**src/hdl/dielectric_function_eval_macros.svh**
```systemverilog
// ----------------------------------------------------------------------------
// Assertion macros
// Shared concurrent check forms, clocked on clk and quiet during reset.
// ----------------------------------------------------------------------------
`ifndef DIELECTRIC_FUNCTION_EVAL_MACROS_SVH
`define DIELECTRIC_FUNCTION_EVAL_MACROS_SVH

// property that must hold at every clock edge outside reset
`define DFE_ASSERT(lbl, prop, msg) \
	lbl: assert property (@(posedge clk) disable iff (!arst_n) prop) else $error(msg);

// antecedent in one cycle implies consequent in the next
`define DFE_ASSERT_NXT(lbl, ante, cons, msg) \
	`DFE_ASSERT(lbl, (ante) |=> (cons), msg)

`endif

```
**src/hdl/dfe_exp_cell.sv**
```systemverilog
// ----------------------------------------------------------------------------
// dfe_exp_cell
// One bit of 2^f: multiply by the cell's root-of-two constant when set.
// ----------------------------------------------------------------------------
module dfe_exp_cell #(
	parameter int SW = 8
) (
	input  logic          clk,
	input  logic          arst_n,
	input  logic          en,
	input  logic          vld_in,
	input  logic [30:0]   p_in,
	input  logic [30:0]   k_in,
	input  logic          bit_in,
	input  logic [SW-1:0] side_in,
	output logic          vld_out,
	output logic [30:0]   p_out,
	output logic [SW-1:0] side_out
);
	logic [61:0]   prod;
	logic          vld_s1;
	logic [30:0]   p_s1;
	logic [SW-1:0] side_s1;

	// Q1.30 product, truncated
	assign prod = 62'(p_in) * 62'(k_in);

	always_ff @(posedge clk or negedge arst_n) begin
		if (!arst_n) begin
			vld_s1 <= 1'b0;
		end else if (en) begin
			vld_s1 <= vld_in;
		end
	end

	always_ff @(posedge clk) begin
		if (en) begin
			p_s1    <= bit_in ? prod[60:30] : p_in;
			side_s1 <= side_in;
		end
	end

	assign vld_out  = vld_s1;
	assign p_out    = p_s1;
	assign side_out = side_s1;

endmodule

```
**config.mk**
```make
export PLATFORM = sky130hd
export DESIGN_NAME = dfe_exp_cell
export DESIGN_NICKNAME = d
export VERILOG_FILES = /design/src/hdl/dielectric_function_eval_macros.svh /design/src/hdl/dfe_exp_cell.sv
export SDC_FILE = /design/constraint.sdc
export NUM_CORES = 2
export LEC_CHECK = 0
export BUFFER_PORTS_ARGS = -buffer_cell sky130_fd_sc_hd__buf_2
export CAP_MARGIN = 10
export CORE_ASPECT_RATIO = 1.4
export CORE_MARGIN = 8
export CORE_UTILIZATION = 47
export CTS_BUF_LIST = sky130_fd_sc_hd__clkbuf_8 sky130_fd_sc_hd__clkbuf_16
export CTS_CLUSTER_DIAMETER = 80
export CTS_CLUSTER_SIZE = 8
export DETAILED_ROUTE_END_ITERATION = 8
export PLACE_DENSITY = 0.64
export RECOVER_POWER = 25
export SETUP_SLACK_MARGIN = 0.05
export SLEW_MARGIN = 20
export SYNTH_ARGS = -nofsm -noshare
export SYNTH_HDL_FRONTEND = slang
export SYNTH_SLANG_ARGS = --single-unit
```
**constraint.sdc**
```tcl
create_clock -name clk -period 1.5 [get_ports clk]
set_input_delay 0.15 -clock clk [delete_from_list [all_inputs] [get_ports clk]]
set_output_delay 0.15 -clock clk [all_outputs]
set_load 0.01 [all_outputs]
```
Word level (Yosys, flattened, before mapping)
Index checks and enable logic that the tools add are counted.
- register bits: 40
- input bits: 75
- output and inout bits: 40
- logic and storage cells: 5
- multipliers: 1
- mux-type cells: 1
- operators with widths (operator ; number):
    $mul A31 B31 Y61 ; 1
    $mux W31 ; 1

Depth between registers and ports, before layout
- depth after elaboration: 2
- mapped depth: 27
- depth with buffers taken out: 25

Worst setup path after synthesis
Ideal clock, no wire load.
- path type: in2reg
- from: input p_in[29]
- to: register p_s1[30], in the netlist p_out[30] (data pin)
- library setup time: 0.263 ns
- arrival: 6.817 ns
- data required time: 1.237 ns
- path slack: -5.580 ns
- cell stages on the path: 25
- buffers on the path: 1
- cell sequence: clkbuf_1 nand2_1 fa_1 inv_1 fa_1 fa_1 inv_1 fa_1 inv_1 fa_1 fa_1 fa_1 inv_1 fa_1 inv_1 ha_1 a21oi_1 o21ai_0 a211oi_2 nor3_1 a2111oi_4 o31ai_2 a311oi_2 mux2i_1 a2111o_1
- longest elaborated chain between the ends: 2
- RTL lines (item ; RTL line ; text):
    start, declared ; dfe_exp_cell.sv:12 ; input logic [30:0] p_in,
    $mul A31 B31 Y61 ; dfe_exp_cell.sv:26 ; assign prod = 62'(p_in) * 62'(k_in);
    $mux W31 ; dfe_exp_cell.sv:38 ; p_s1 <= bit_in ? prod[60:30] : p_in;
    end signal, assigned ; dfe_exp_cell.sv:38 ;
    end, declared ; dfe_exp_cell.sv:22 ; logic [30:0] p_s1;
Every way passes these cells.
A chain may end at the register's enable or synchronous reset.

Worst setup path after layout
- from: input p_in[14]
- to: register p_s1[21], in the netlist p_out[21] (data pin)
The elaborated chain is that of the path after synthesis.

==> metrics.md <==
| Metric | Value |
|---|---|
| Status | `finished, violations left` |
| Failing checks | `setup timing` |
| Post-Route WL | `97330 um` |
| Worst-Margin Slew | `approximately 0.7 ns` |
| Die area | `about 77000 sq um` |
| Layout Nets | `4941` |
| Area growth syn-to-layout | `20.11%` |
| Site Rows | `113` |
| RSZ-0062 raised after global routing | `true` |
| Count leader, synth | `fa_1` |
| Slowest-stage cell, CP | `fa_2` |
| Setup violators final | `31` |
| Register-to-Register Path Depth | `1` |
| Initial antenna violation count | `3` |
| Synth Register Bits | `40` |
| Chip Width | `approximately 240 um` |
| Routability cong. | `between 0.9 and 1` |
| Global-route wire length before repair | `152800 um` |
| Crit path launch type | `input port` |
| # DRC | `0` |
| Layout cells sized above 1 | `between 20% and 30%` |
| Max Slew Vio Count | `0` |
| Synth Instances | `around 3400` |
| CP Max Fanout | `7` |
| Drt pass-1 iters | `5` |
| Num ports | `between 100 and 150` |
| EDFF count, synth | `39` |
| CP Cell Sequence | `buf_12, buf_12, buf_6, and2_4, fa_1, fa_1, inv_2, fa_2, fa_1, inv_1, fa_1, fa_1, fa_2, fa_2, ha_4, a21oi_4, o21ai_2, a311oi_2, o211ai_1, or4_4, a41o_1, a21oi_2, xnor2_1, mux2_4` |
| Synth area leader | `fa_1` |
| Endpoint type of the worst setup path | `flop` |
| Filler cell count | `6019` |
| Clk_lat worst skew | `~0.28 ns` |
| Root Buffer | `clkbuf_16` |
| Setup slack, reg-to-reg | `0.76 ns` |
| Cell variety after synth | `63` |
| Vias per inst | `around 5.3` |
| Post-synthesis sequential area ratio | `approximately 3.7%` |
| Max incr delay on CP | `~0.60 ns` |
| Hold EP | `side_out[5]$_DFFE_PP_` |
| Prevailing post-synth register cell | `edfxtp_1` |
| Syn Nets | `between 4000 and 5000` |
| Number of global-route vias before repair | `between 20000 and 30000` |
| Final hold viol count | `0` |
| List of most frequent post-synthesis cells | `fa_1 (835), inv_1 (769), nand2_1 (518)` |
| Core ar. | `67580 sq um` |
| Clk slew on worst S/H paths | `approximately 0.06 ns` |
| Dpl cells | `about 4600` |
| Required time worst endpoint | `1.53 ns` |
| Vias | `~25000` |
| WL per Instance | `about 21 um` |
| Crit path depth | `24` |
| Overflow after GRT | `0` |
| Delay-heaviest family, CP | `adder cells` |
| Hold path start | `side_in[5]` |
| Fraction of registers with async set/reset | `2.500%` |
| Total CTS buffers | `5` |
| Slew HR | `between 50% and 60%` |
| Worst hold stages | `1` |
| Pin count of the biggest net entering global routing | `34` |
| Sink Count | `40` |
| Area share of the largest cell type after synthesis | `~52%` |
| Tcrit/Tclk final | `472.2%` |
| DRT iter0 DRCs | `1171` |
| Critical Path AT | `7.11 ns` |
| Port Buf Inserts | `about 110` |
| Ys Warns | `0` |
| Worst r2r dst | `vld_out$_DFFE_PN0P_` |
| Cell mode on critical path | `fa_1` |
| CTS tree | `done` |
| Mean post-synth cell area | `9.319 sq um` |
| RR Startpoint | `vld_out$_DFFE_PN0P_` |
| H-Tree Depth | `2` |
| Kind of critical path | `input port to flop` |
| Antenna Violating Nets Remaining | `0` |
| Max-cap viol count | `0` |
| Setup TNS | `-166.27 ns` |
| Final core occ | `a little under three fifths` |
| Fin cells | `around 4700` |
| Initial Util | `between 40% and 50%` |
| Worst Hold Class | `input port to flop` |
| All-Layer GR Usage | `25.83%` |
| Clock skew | `0 ns` |
| Worst path bufs/invs | `5` |
| CTS max path bufs | `2` |
| Max Freq | `141.2 MHz` |
| Post-Syn Area | `between 30000 and 40000 sq um` |
| Top cells by area, synth | `fa_1 (52%), and2_1 (9.7%), ha_1 (9.6%), inv_1 (9.0%), nand2_1 (6.1%)` |
| Setup ws final | `-5.583 ns` |
| Final min period | `about 7.1 ns` |
| Final HPWL DP | `roughly 85000 um` |
| Die height | `between 300 and 400 um` |
==> cell families (layout without fill, tap and decap cells) <==
family / after synthesis / after routing / share of synthesized area, %
simple gates: 1099 / 1099 / 17.30
fa+ha+maj: 1081 / 1081 / 62.00
buf+inv: 973 / 1333 / 11.45
compound gates: 177 / 177 / 3.794
flops: 40 / 40 / 3.746
xor+xnor: 33 / 33 / 0.9053
mux: 23 / 23 / 0.8073
other cells: 0 / 3 / 0
==> timing repair <==
action	in CTS	in global routing
buffers inserted	12	7
pin swaps	52	70
hold endpoints to repair	1	0
gates resized for setup	173	152
setup endpoints to repair	31	31
cloned	2	1
hold buffers	1	0
==> cells in the final DEF, fill, tap and decap left out, drive strengths merged, types with 7 or more instances in the layout <==
cell    instances
a21oi          56
mux2           22
o21ai          26
o211ai          9
buf           544
fa            835
a21o           30
and2          496
nand2         518
nand3          13
nor3            7
inv           770
edfxtp         39
clkbuf         14
nor2           22
xnor2          23
ha            246
a211oi          8
xor2           10
nand4          13
==> state kept, by name, indices dropped and copies added, names as in the netlist <==
register and cells:
p_out 31, side_out 8, vld_out 1
==> layout make-up <==
type | count | area (sq um) | share of cell area, %
Sequential cell | 40 | 1196 | 3.119
Timing Repair Buffer | 555 | 4862 | 12.68
Antenna cell | 3 | 7.507 | 0.01958
Multi-Input combinational cell | 2413 | 28140 | 73.39
Inverter | 770 | 2890 | 7.537
Tap cell | 862 | 1079 | 2.812
Clock inverter | 3 | 46.29 | 0.1207
Clock buffer | 5 | 125.1 | 0.3263
==> routing by layer <==
layer / wire length (um) / track usage (%) / share of wire [%] / vias up
li1: - / - / - / 10720
met1: 32690 / 26.88 / 34 / 12800
met2: 53990 / 49.92 / 55 / 705
met3: 3492 / 2.195 / 3.6 / 293
met4: 7150 / 15.00 / 7.3 / 2
met5: 10 / 0 / 0.010 / -
==> per-stage QoR <==
stage	worst slack, ns	hold slack (ns)	instance area (sq um)
2_1_floorplan	-5.332	-0.1456	32490
3_3_place_gp	-6.069	-0.07518	36760
3_5_place_dp	-6.174	-0.07328	36760
4_1_cts	-5.620	0.03269	37720
5_1_grt	-5.759	0.03781	38340
6_report	-5.583	0.04018	38350
==> worst max path at each step <==
| stage | from | to |
|---|---|---|
| final | p_in[14] | p_out[21]$_DFFE_PP_ |
| after global routing | p_in[14] | p_out[21]$_DFFE_PP_ |
| after CTS | p_in[14] | p_out[21]$_DFFE_PP_ |
| after detailed placement | k_in[13] | p_out[30]$_DFFE_PP_ |
| after global placement | p_in[9] | p_out[21]$_DFFE_PP_ |
| after floorplan | k_in[16] | p_out[30]$_DFFE_PP_ |
Power is not shown: default switching activity piles up to over one toggle a cycle in this logic, so the estimate is an artifact.
