**config.mk**
```make
export PLATFORM = sky130hd
export DESIGN_NAME = dfe_div_cell
export DESIGN_NICKNAME = d
export VERILOG_FILES = /design/src/hdl/dielectric_function_eval_macros.svh /design/src/hdl/dfe_div_cell.sv
export SDC_FILE = /design/constraint.sdc
export NUM_CORES = 1
export LEC_CHECK = 0
export ABC_AREA = 0
export BUFFER_PORTS_ARGS = -buffer_cell sky130_fd_sc_hd__buf_2
export CAP_MARGIN = 20
export CORE_MARGIN = 3
export CORE_UTILIZATION = 49
export CTS_CLUSTER_SIZE = 40
export DETAILED_ROUTE_END_ITERATION = 7
export MAX_ROUTING_LAYER = met4
export PLACE_DENSITY_LB_ADDON = 0.08
export SYNTH_ARGS = -nofsm -noshare
export SYNTH_HDL_FRONTEND = slang
export SYNTH_SLANG_ARGS = --single-unit
export TNS_END_PERCENT = 1
```
**constraint.sdc**
```tcl
create_clock -name clk -period 1 [get_ports clk]
set_input_delay 0.15 -clock clk [delete_from_list [all_inputs] [get_ports clk]]
set_output_delay 0.15 -clock clk [all_outputs]
set_load 0.01 [all_outputs]
```
**src/hdl/dielectric_function_eval_macros.svh**
```systemverilog
// ----------------------------------------------------------------------------
// Assertion macros
// Shared concurrent check forms, clocked on clk and quiet during reset.
// ----------------------------------------------------------------------------
`ifndef DIELECTRIC_FUNCTION_EVAL_MACROS_SVH
`define DIELECTRIC_FUNCTION_EVAL_MACROS_SVH

// property that must hold at every clock edge outside reset
`define DFE_ASSERT(lbl, prop, msg) \
	lbl: assert property (@(posedge clk) disable iff (!arst_n) prop) else $error(msg);

// antecedent in one cycle implies consequent in the next
`define DFE_ASSERT_NXT(lbl, ante, cons, msg) \
	`DFE_ASSERT(lbl, (ante) |=> (cons), msg)

`endif

```
**src/hdl/dfe_div_cell.sv**
```systemverilog
// ----------------------------------------------------------------------------
// dfe_div_cell
// One restoring division step: shift in a dividend bit, trial subtract.
// ----------------------------------------------------------------------------
module dfe_div_cell #(
	parameter int W  = 32,
	parameter int QW = 32,
	parameter int SW = 8
) (
	input  logic          clk,
	input  logic          arst_n,
	input  logic          en,
	input  logic          vld_in,
	input  logic [W-1:0]  rem_in,
	input  logic [W-1:0]  dvs_in,
	input  logic [QW-1:0] quo_in,
	input  logic          bit_in,
	input  logic [SW-1:0] side_in,
	output logic          vld_out,
	output logic [W-1:0]  rem_out,
	output logic [W-1:0]  dvs_out,
	output logic [QW-1:0] quo_out,
	output logic [SW-1:0] side_out
);
	logic [W:0]    trial;
	logic [W:0]    diff;
	logic          ge;
	logic          vld_s1;
	logic [W-1:0]  rem_s1;
	logic [W-1:0]  dvs_s1;
	logic [QW-1:0] quo_s1;
	logic [SW-1:0] side_s1;

	// remainder stays below the divisor, so the result fits in W bits
	assign trial = {rem_in, bit_in};
	assign diff  = trial - {1'b0, dvs_in};
	assign ge    = trial >= {1'b0, dvs_in};

	always_ff @(posedge clk or negedge arst_n) begin
		if (!arst_n) begin
			vld_s1 <= 1'b0;
		end else if (en) begin
			vld_s1 <= vld_in;
		end
	end

	always_ff @(posedge clk) begin
		if (en) begin
			rem_s1  <= ge ? diff[W-1:0] : trial[W-1:0];
			dvs_s1  <= dvs_in;
			quo_s1  <= {quo_in[QW-2:0], ge};
			side_s1 <= side_in;
		end
	end

	assign vld_out  = vld_s1;
	assign rem_out  = rem_s1;
	assign dvs_out  = dvs_s1;
	assign quo_out  = quo_s1;
	assign side_out = side_s1;

endmodule

```
# Yosys cells after proc, flatten, opt, wreduce, memory -nomap -nowiden
# Index checks and enable logic that the tools add are counted.
[totals]
ff_bits = 105
latch_bits = 0
ramBits = 0
romBits = 0
inputBits = 109
elab_cells = 8
mem_count = 0
[classes]
add_sub_neg = 1
multipliers = 0
div_mod_pow = 0
order_cmp = 1
n_eq_ne = 0
shifts = 0
muxes = 1
bitwise = 0
reduce_logical = 0
[ops]
columns = ["op", "n"]
rows = [
  ["greater-or-equal comparator 33 x 32 -> 1 bit", 1],
  ["two-way mux 32 bit", 1],
  ["subtractor 32 bit", 1],
]

# Logic depth before layout (Yosys ltp)
# Gate-level depths: netlist of run 1.
[depth]
ltp_word = 2
mapped_depth = 13

# Worst setup path before layout of run 1
# No wires, ideal clock.
[synth_path]
path_kind = "in2reg"
from = "input port dvs_in[7]"
to = "register rem_s1[13] (netlist: rem_out[13]) (data pin)"
arrival_time_ns = 2.659
required_ns = 0.738
path_slack_ns = -1.921
path_stages = 12
path_buffers = 2
cell_sequence = "inv_1 ha_1 buf_2 nand4_1 or4_1 a21oi_1 nor3_1 a211oi_2 o21ai_2 o31ai_4 buf_4 mux2_1"
[synth_via]
elab_chain_cells = 2
word_cells_on_any_way = 3
[synth_lines]
columns = ["element", "line_no", "text"]
rows = [
  ["from (decl)", "dfe_div_cell.sv:15", "input logic [W-1:0] dvs_in,"],
  ["subtractor 32 bit / greater-or-equal comparator 33 x 32 -> 1 bit (equally long branches)", "dfe_div_cell.sv:36, dfe_div_cell.sv:37", ""],
  ["two-way mux 32 bit (*)", "dfe_div_cell.sv:49", "rem_s1 <= ge ? diff[W-1:0] : trial[W-1:0];"],
  ["to (signal assigned)", "dfe_div_cell.sv:49", ""],
  ["to (decl)", "dfe_div_cell.sv:29", "logic [W-1:0] rem_s1;"],
]
# Every way passes the cells marked *; elsewhere a longest branch is shown, timed or not.
# A chain may end at the register's enable or synchronous reset.

# Worst setup path after layout of run 1
[layout_path]
from = "input port bit_in"
to = "register rem_s1[30] (netlist: rem_out[30]) (data pin)"
[layout_via]
elab_chain_cells = 2
word_cells_on_any_way = 3
[layout_lines]
columns = ["element", "line_no", "text"]
rows = [
  ["from (decl)", "dfe_div_cell.sv:17", "input logic bit_in,"],
  ["subtractor 32 bit / greater-or-equal comparator 33 x 32 -> 1 bit (equally long branches)", "dfe_div_cell.sv:36, dfe_div_cell.sv:37", ""],
  ["two-way mux 32 bit (*)", "dfe_div_cell.sv:49", ""],
]
# Marked as above.

==> results of run 1 <==
[critical path, cell delays in order]
cell	delay (ns)
buf_8	0.08
inv_4	0.03
ha_4	0.15
fa_2	0.37
nand2b_4	0.16
a21oi_4	0.15
o21ai_2	0.09
o311a_1	0.39
a31oi_4	0.25
a21oi_4	0.11
o41ai_4	0.38
xor2_1	0.12
mux2_4	0.27
[logic make-up after synthesis]
kind of cell / Yosys count / synth area share (%)
XOR/XNOR: 27 / 4.405
adder cells (fa/ha/maj): 33 / 7.830
flip-flops: 105 / 58.63
AND/OR/NAND/NOR: 99 / 8.670
buffers and inverters: 56 / 4.335
AO/OA/AOI/OAI: 119 / 13.63
multiplexers: 12 / 2.494
[power breakdown]
group | switching (mW) | internal, mW | total (mW)
Clock | 1.55 | 1.01 | 2.55
Sequential | 0.122 | 5.39 | 5.51
Combinational | 1.78 | 1.81 | 3.59
[cell usage in the layout (no fill, tap or decap), types with 5 or more instances in the layout]
cell type / instances
a21o_1: 12
a21oi_1: 53
buf_2: 194
buf_4: 93
buf_6: 14
clkbuf_8: 10
dlygate4sd3_1: 72
edfxtp_1: 104
ha_1: 23
ha_4: 9
inv_1: 29
inv_2: 5
mux2_2: 7
nand2_1: 25
nand3_1: 8
nand4_1: 8
nor2_1: 35
o21a_1: 6
o21ai_0: 12
xnor2_1: 15
xor2_1: 12
[state kept, by name, summed over array words and instances (netlist names)]
name      count
quo_out      32
side_out      8
vld_out       1
rem_out      32
dvs_out      32
[area by class of cell]
class / instances / area [um2] / area share, %
flip-flops and latches: 105 / 3148 / 36.82
repair buffers: 380 / 2668 / 31.20
multi-input cells: 290 / 2215 / 25.90
well taps: 136 / 170.2 / 1.990
inverters: 38 / 162.7 / 1.903
clock buffers: 10 / 137.6 / 1.610
clock inverters: 6 / 48.80 / 0.5708
[per-layer routing]
layer,part of all wire [%],vias to the layer above,GRT usage (%)
li1,-,2408,-
met5,0,-,-
met2,51,193,46.72
met4,1.8,0,6.814
met1,41,2350,33.25
met3,5.9,26,6.714
[path summary, 6_finish.rpt]
kind,end,slack [ns],from,cells after the start
setup / recovery,rem_out[30],-1.57,bit_in,13
hold / removal,dvs_out[1],0.08,dvs_in[1],2
setup reg to reg,vld_out,0.25,vld_out,1
hold reg to reg,vld_out,0.52,vld_out,1
max in group asynchronous,vld_out,0.83,arst_n,2
min in group asynchronous,vld_out,0.09,arst_n,2
[through the flow]
stage          util (%)  area, um2  std cells  hold WS (ns)  setup TNS (ns)
2_1_floorplan         -       5552        451       -0.1456          -56.47
3_3_place_gp      70.39       7397        876      -0.07483          -60.22
3_5_place_dp      70.39       7397        876      -0.07322          -62.16
4_1_cts           80.31       8439        963      0.002745          -52.03
5_1_grt           81.35       8549        965       0.07258          -57.31
6_report          81.35       8549        965       0.07666          -49.24
[what timing repair did]
item,in CTS,in global routing
setup endpoints to repair,138,138
pin swaps,5,13
buffers inserted,0,1
resized for setup,39,18
hold endpoints to repair,71,1
hold buffers,71,1
gates cloned,0,0
==> results.cfg, run 1 <==
[detailed_routing]
wl_um = 16300
via_count = 4977
drtIter0Drc = 321
wl_per_cell_um = 16.89
vias_per_cell = 5.158
drtPass1Iterations = 4
postRouteAntennaNets = 0
drc = 0

[synthesis]
synthCells = 451
syn_avg_cell_area_um2 = 11.90
synth_commonest_cells = edfxtp_1, a21oi_1, inv_1
yosysMostFrequentCell = edfxtp_1
syn_nets = 593
ys_seq_elements = 105
synthTopCellsByArea = edfxtp_1, ha_1, a21oi_1
synthDistinctLibCells = 49
postSynth.asyncResetShare_pct = 0.9524
synth.cell_area_mm2 = 0.005369
synth_top_area_share_pct = 58.17
synthFlopType = edfxtp_1
yosysTopAreaCell = edfxtp_1
yosys_warnings = 0
yosysSeqAreaShare_pct = 58.63
synth-edff-count = 104

[global_route]
grt_pass1_wl_um = 26520
grt_pass1_vias = 5194
globalRoute.totalOverflow = 0
grt.total_usage_pct = 27.52
antenna_found_initial = 0
grt_max_degree = 42

[layout]
diodes = 0
finalNetCount = 966
final.fill_count = 647
syn_to_final_growth_pct = 59.24
drive_gt1_share_pct = 44.51

[setup_path]
start_kind = input pin
required_ns = 1.13
critPathMaxFanout = 3
end_kind = flop
cp.arrival_ns = 2.70
crit_type = input pin to flop

[sta]
setup_viol = 138
min_period_ns = 2.571
rsz0062_at_grt = yes
setup_ws_ns = -1.571
period_share_pct = 257.1
finalMaxSlewViolations = 0
fin_skew_ns = 0
tightest_slew_ns = 0.5159
slew-limit-headroom_pct = 65.44
fmax_mhz = 389.0
hold_violations = 0

[placement]
dp_hpwl_um = 11750
dp_slack_ns = -2.059
placement.io_buffers = 212
place_congestion = 0.9910

[die]
die_area_mm2 = 0.01225
placementRows = 37
die_h_um = 110.7
die_w_um = 110.7
num_io_pins = 214
core_mm2 = 0.01051
start_util_pct = 51.09

[pwr]
irDropWorstVdd_mv = 0.7520
p_leak_nw = 3.854
power.density_mw_per_mm2 = 1364
finalPower_mw = 11.66

[job]
max_cap_viol_count = 0

[clock_network]
insertion_delay_ns = 0.37
cts.clk_slew.worst_paths_ns = 0.10
cts_made_buffers = 9
clockBufferDepth = 2
htreeDepth = 3
cts_tree = done
cts_root_buffer = clkbuf_8
cts_sinks = 105

[outcome]
violations = setup timing
status = finished, violations left

[min_path]
hold_class = input pin to flop
Power figures use the tool's default switching activity.
==> run 2, diff against run 1 <==
==> constraint.sdc (replaced) <==
create_clock -name clk -period 1 [get_ports clk]
set_input_delay 0.1 -clock clk [delete_from_list [all_inputs] [get_ports clk]]
set_output_delay 0.1 -clock clk [all_outputs]
set_load 0.01 [all_outputs]
==> results.cfg, run 2 (synthesized netlist as in run 1, its figures left out) <==
[outcome]
status = finished, violations left
violations = setup timing

[layout]
fin_area_mm2 = 0.008543
seq_area_mm2 = 0.003148
drive_gt1_share_pct = 44.51
diodes = 0
final_common_cell = buf_2
final.fill_count = 645
post_layout_nonfiller_instances = 965
final_cell_mix = buf_2, edfxtp_1, buf_4, dlygate4sd3_1, a21oi_1
syn_to_final_growth_pct = 59.12
finalNetCount = 966
multi_input_area_mm2 = 0.002215

[placement]
dp_cells = 876
dp_hpwl_um = 11750
place_congestion = 0.9910
placement.io_buffers = 212
placement.cell_area_mm2 = 0.007397

[sta]
fin_tns_setup_ns = -43.61
hold_violations = 0
setup_ws_ns = -1.510
fmax_mhz = 398.4
rsz0062_at_grt = yes
min_period_ns = 2.510
fin_skew_ns = 0
period_share_pct = 251.0
slew-limit-headroom_pct = 65.53
finalMaxSlewViolations = 0
tightest_slew_ns = 0.5146
setup_viol = 80
fin_worst_hold_slack_ns = 0.02160

[die]
die_w_um = 110.7
start_util_pct = 51.09
num_io_pins = 214
placementRows = 37
die_area_mm2 = 0.01225
core_mm2 = 0.01051
die_h_um = 110.7

[setup_path]
r2r-end = vld_out
crit_top_cell = a21oi_4
start_kind = input pin
crit_type = input pin to flop
critPathMaxFanout = 3
end_kind = flop
cp_top_family = compound AO/OA/AOI/OAI gates
crit_buf_inv = 2
cp.arrival_ns = 2.65
max_stage_delay_ns = 0.39
r2r_start = vld_out
rrSetupSlack_ns = 0.22
required_ns = 1.14
cp_slowest_cell = o311a_1
rr_worst_depth = 1
crit_chain = buf_8, inv_4, ha_4, fa_2, nand2b_4, a21oi_4, o21ai_2, o311a_1, a31oi_4, a21oi_4, o41ai_4, xor2_1, mux2_4

[clock_network]
cts.clk_slew.worst_paths_ns = 0.10
cts_tree = done
clockBufferDepth = 2
cts_sinks = 105
insertion_delay_ns = 0.37
cts_made_buffers = 9
htreeDepth = 3
cts_root_buffer = clkbuf_8

[detailed_routing]
vias_per_cell = 5.143
postRouteAntennaNets = 0
via_count = 4963
drtPass1Iterations = 5
drtIter0Drc = 363
wl_per_cell_um = 16.99
wl_um = 16390
drc = 0

[pwr]
combPwrFrac_pct = 30.8
clockPowerShare_pct = 21.9
power.internal_mw = 8.210
p_leak_nw = 3.852
irDropWorstVdd_mv = 0.7524
finalPower_mw = 11.67
power.switching_mw = 3.456
p_sw_share_pct = 29.63
pwr-share-seq_pct = 47.3
power.density_mw_per_mm2 = 1366

[global_route]
grt_pass1_wl_um = 26700
grt_max_degree = 42
grt.total_usage_pct = 27.73
antenna_found_initial = 0
grt_pass1_vias = 5225
globalRoute.totalOverflow = 0

[min_path]
min-delay-start = dvs_in[1]
min_to = dvs_out[1]
hold_class = input pin to flop
hold_depth = 2

[job]
max_cap_viol_count = 0
run 2: final cells by class:
type                    instances  area share, %
flip-flops and latches        105          36.85
repair buffers                380          31.15
multi-input cells             290          25.92
well taps                     136          1.992
inverters                      38          1.904
clock buffers                  10          1.611
clock inverters                 6         0.5712
run 2: through the flow:
| step | setup WS, ns | utilization, % |
|---|---|---|
| final | -1.510 | 81.30 |
| after detailed placement | -2.009 | 70.39 |
| after floorplan | -1.754 | - |
| after global placement | -1.862 | 70.39 |
| after CTS | -1.465 | 80.40 |
| after global routing | -1.566 | 81.30 |
run 2: routing by layer:
layer | vias up | track usage (%) | share of wire, %
li1 | 2408 | - | -
met1 | 2346 | 33.98 | 42
met2 | 185 | 46.84 | 51
met3 | 24 | 6.223 | 5.6
met4 | 0 | 7.061 | 1.6
met5 | - | - | 0
run 2: repair_timing:
item	CTS	global route
hold buffers	72	0
endpoints found under the setup margin	103	138
resized for setup	39	17
setup buffers	0	1
endpoints found under the hold margin	72	0
gates cloned	0	0
pin swaps	5	13
run 2: worst max-delay path by stage:
stage               startpoint           to  cells after the start  slack [ns]
floorplan            dvs_in[7]  rem_out[13]                     12       -1.75
global placement     dvs_in[0]  rem_out[30]                     12       -1.86
detailed placement   dvs_in[0]  rem_out[30]                     12       -2.01
CTS                     bit_in  rem_out[30]                     13       -1.46
global route            bit_in  rem_out[30]                     13       -1.57
finish                  bit_in  rem_out[30]                     13       -1.51
run 2: power by group through the flow:
| stage | Clock [mW] | Sequential (mW) | Combinational [mW] |
|---|---|---|---|
| 2_1_floorplan | 0 | 5.87 | 1.38 |
| 3_3_place_gp | 0 | 5.59 | 3.08 |
| 3_5_place_dp | 0 | 5.60 | 3.16 |
| 4_1_cts | 2.60 | 5.51 | 3.48 |
| 5_1_grt | 2.78 | 5.56 | 3.91 |
| 6_report | 2.56 | 5.51 | 3.60 |
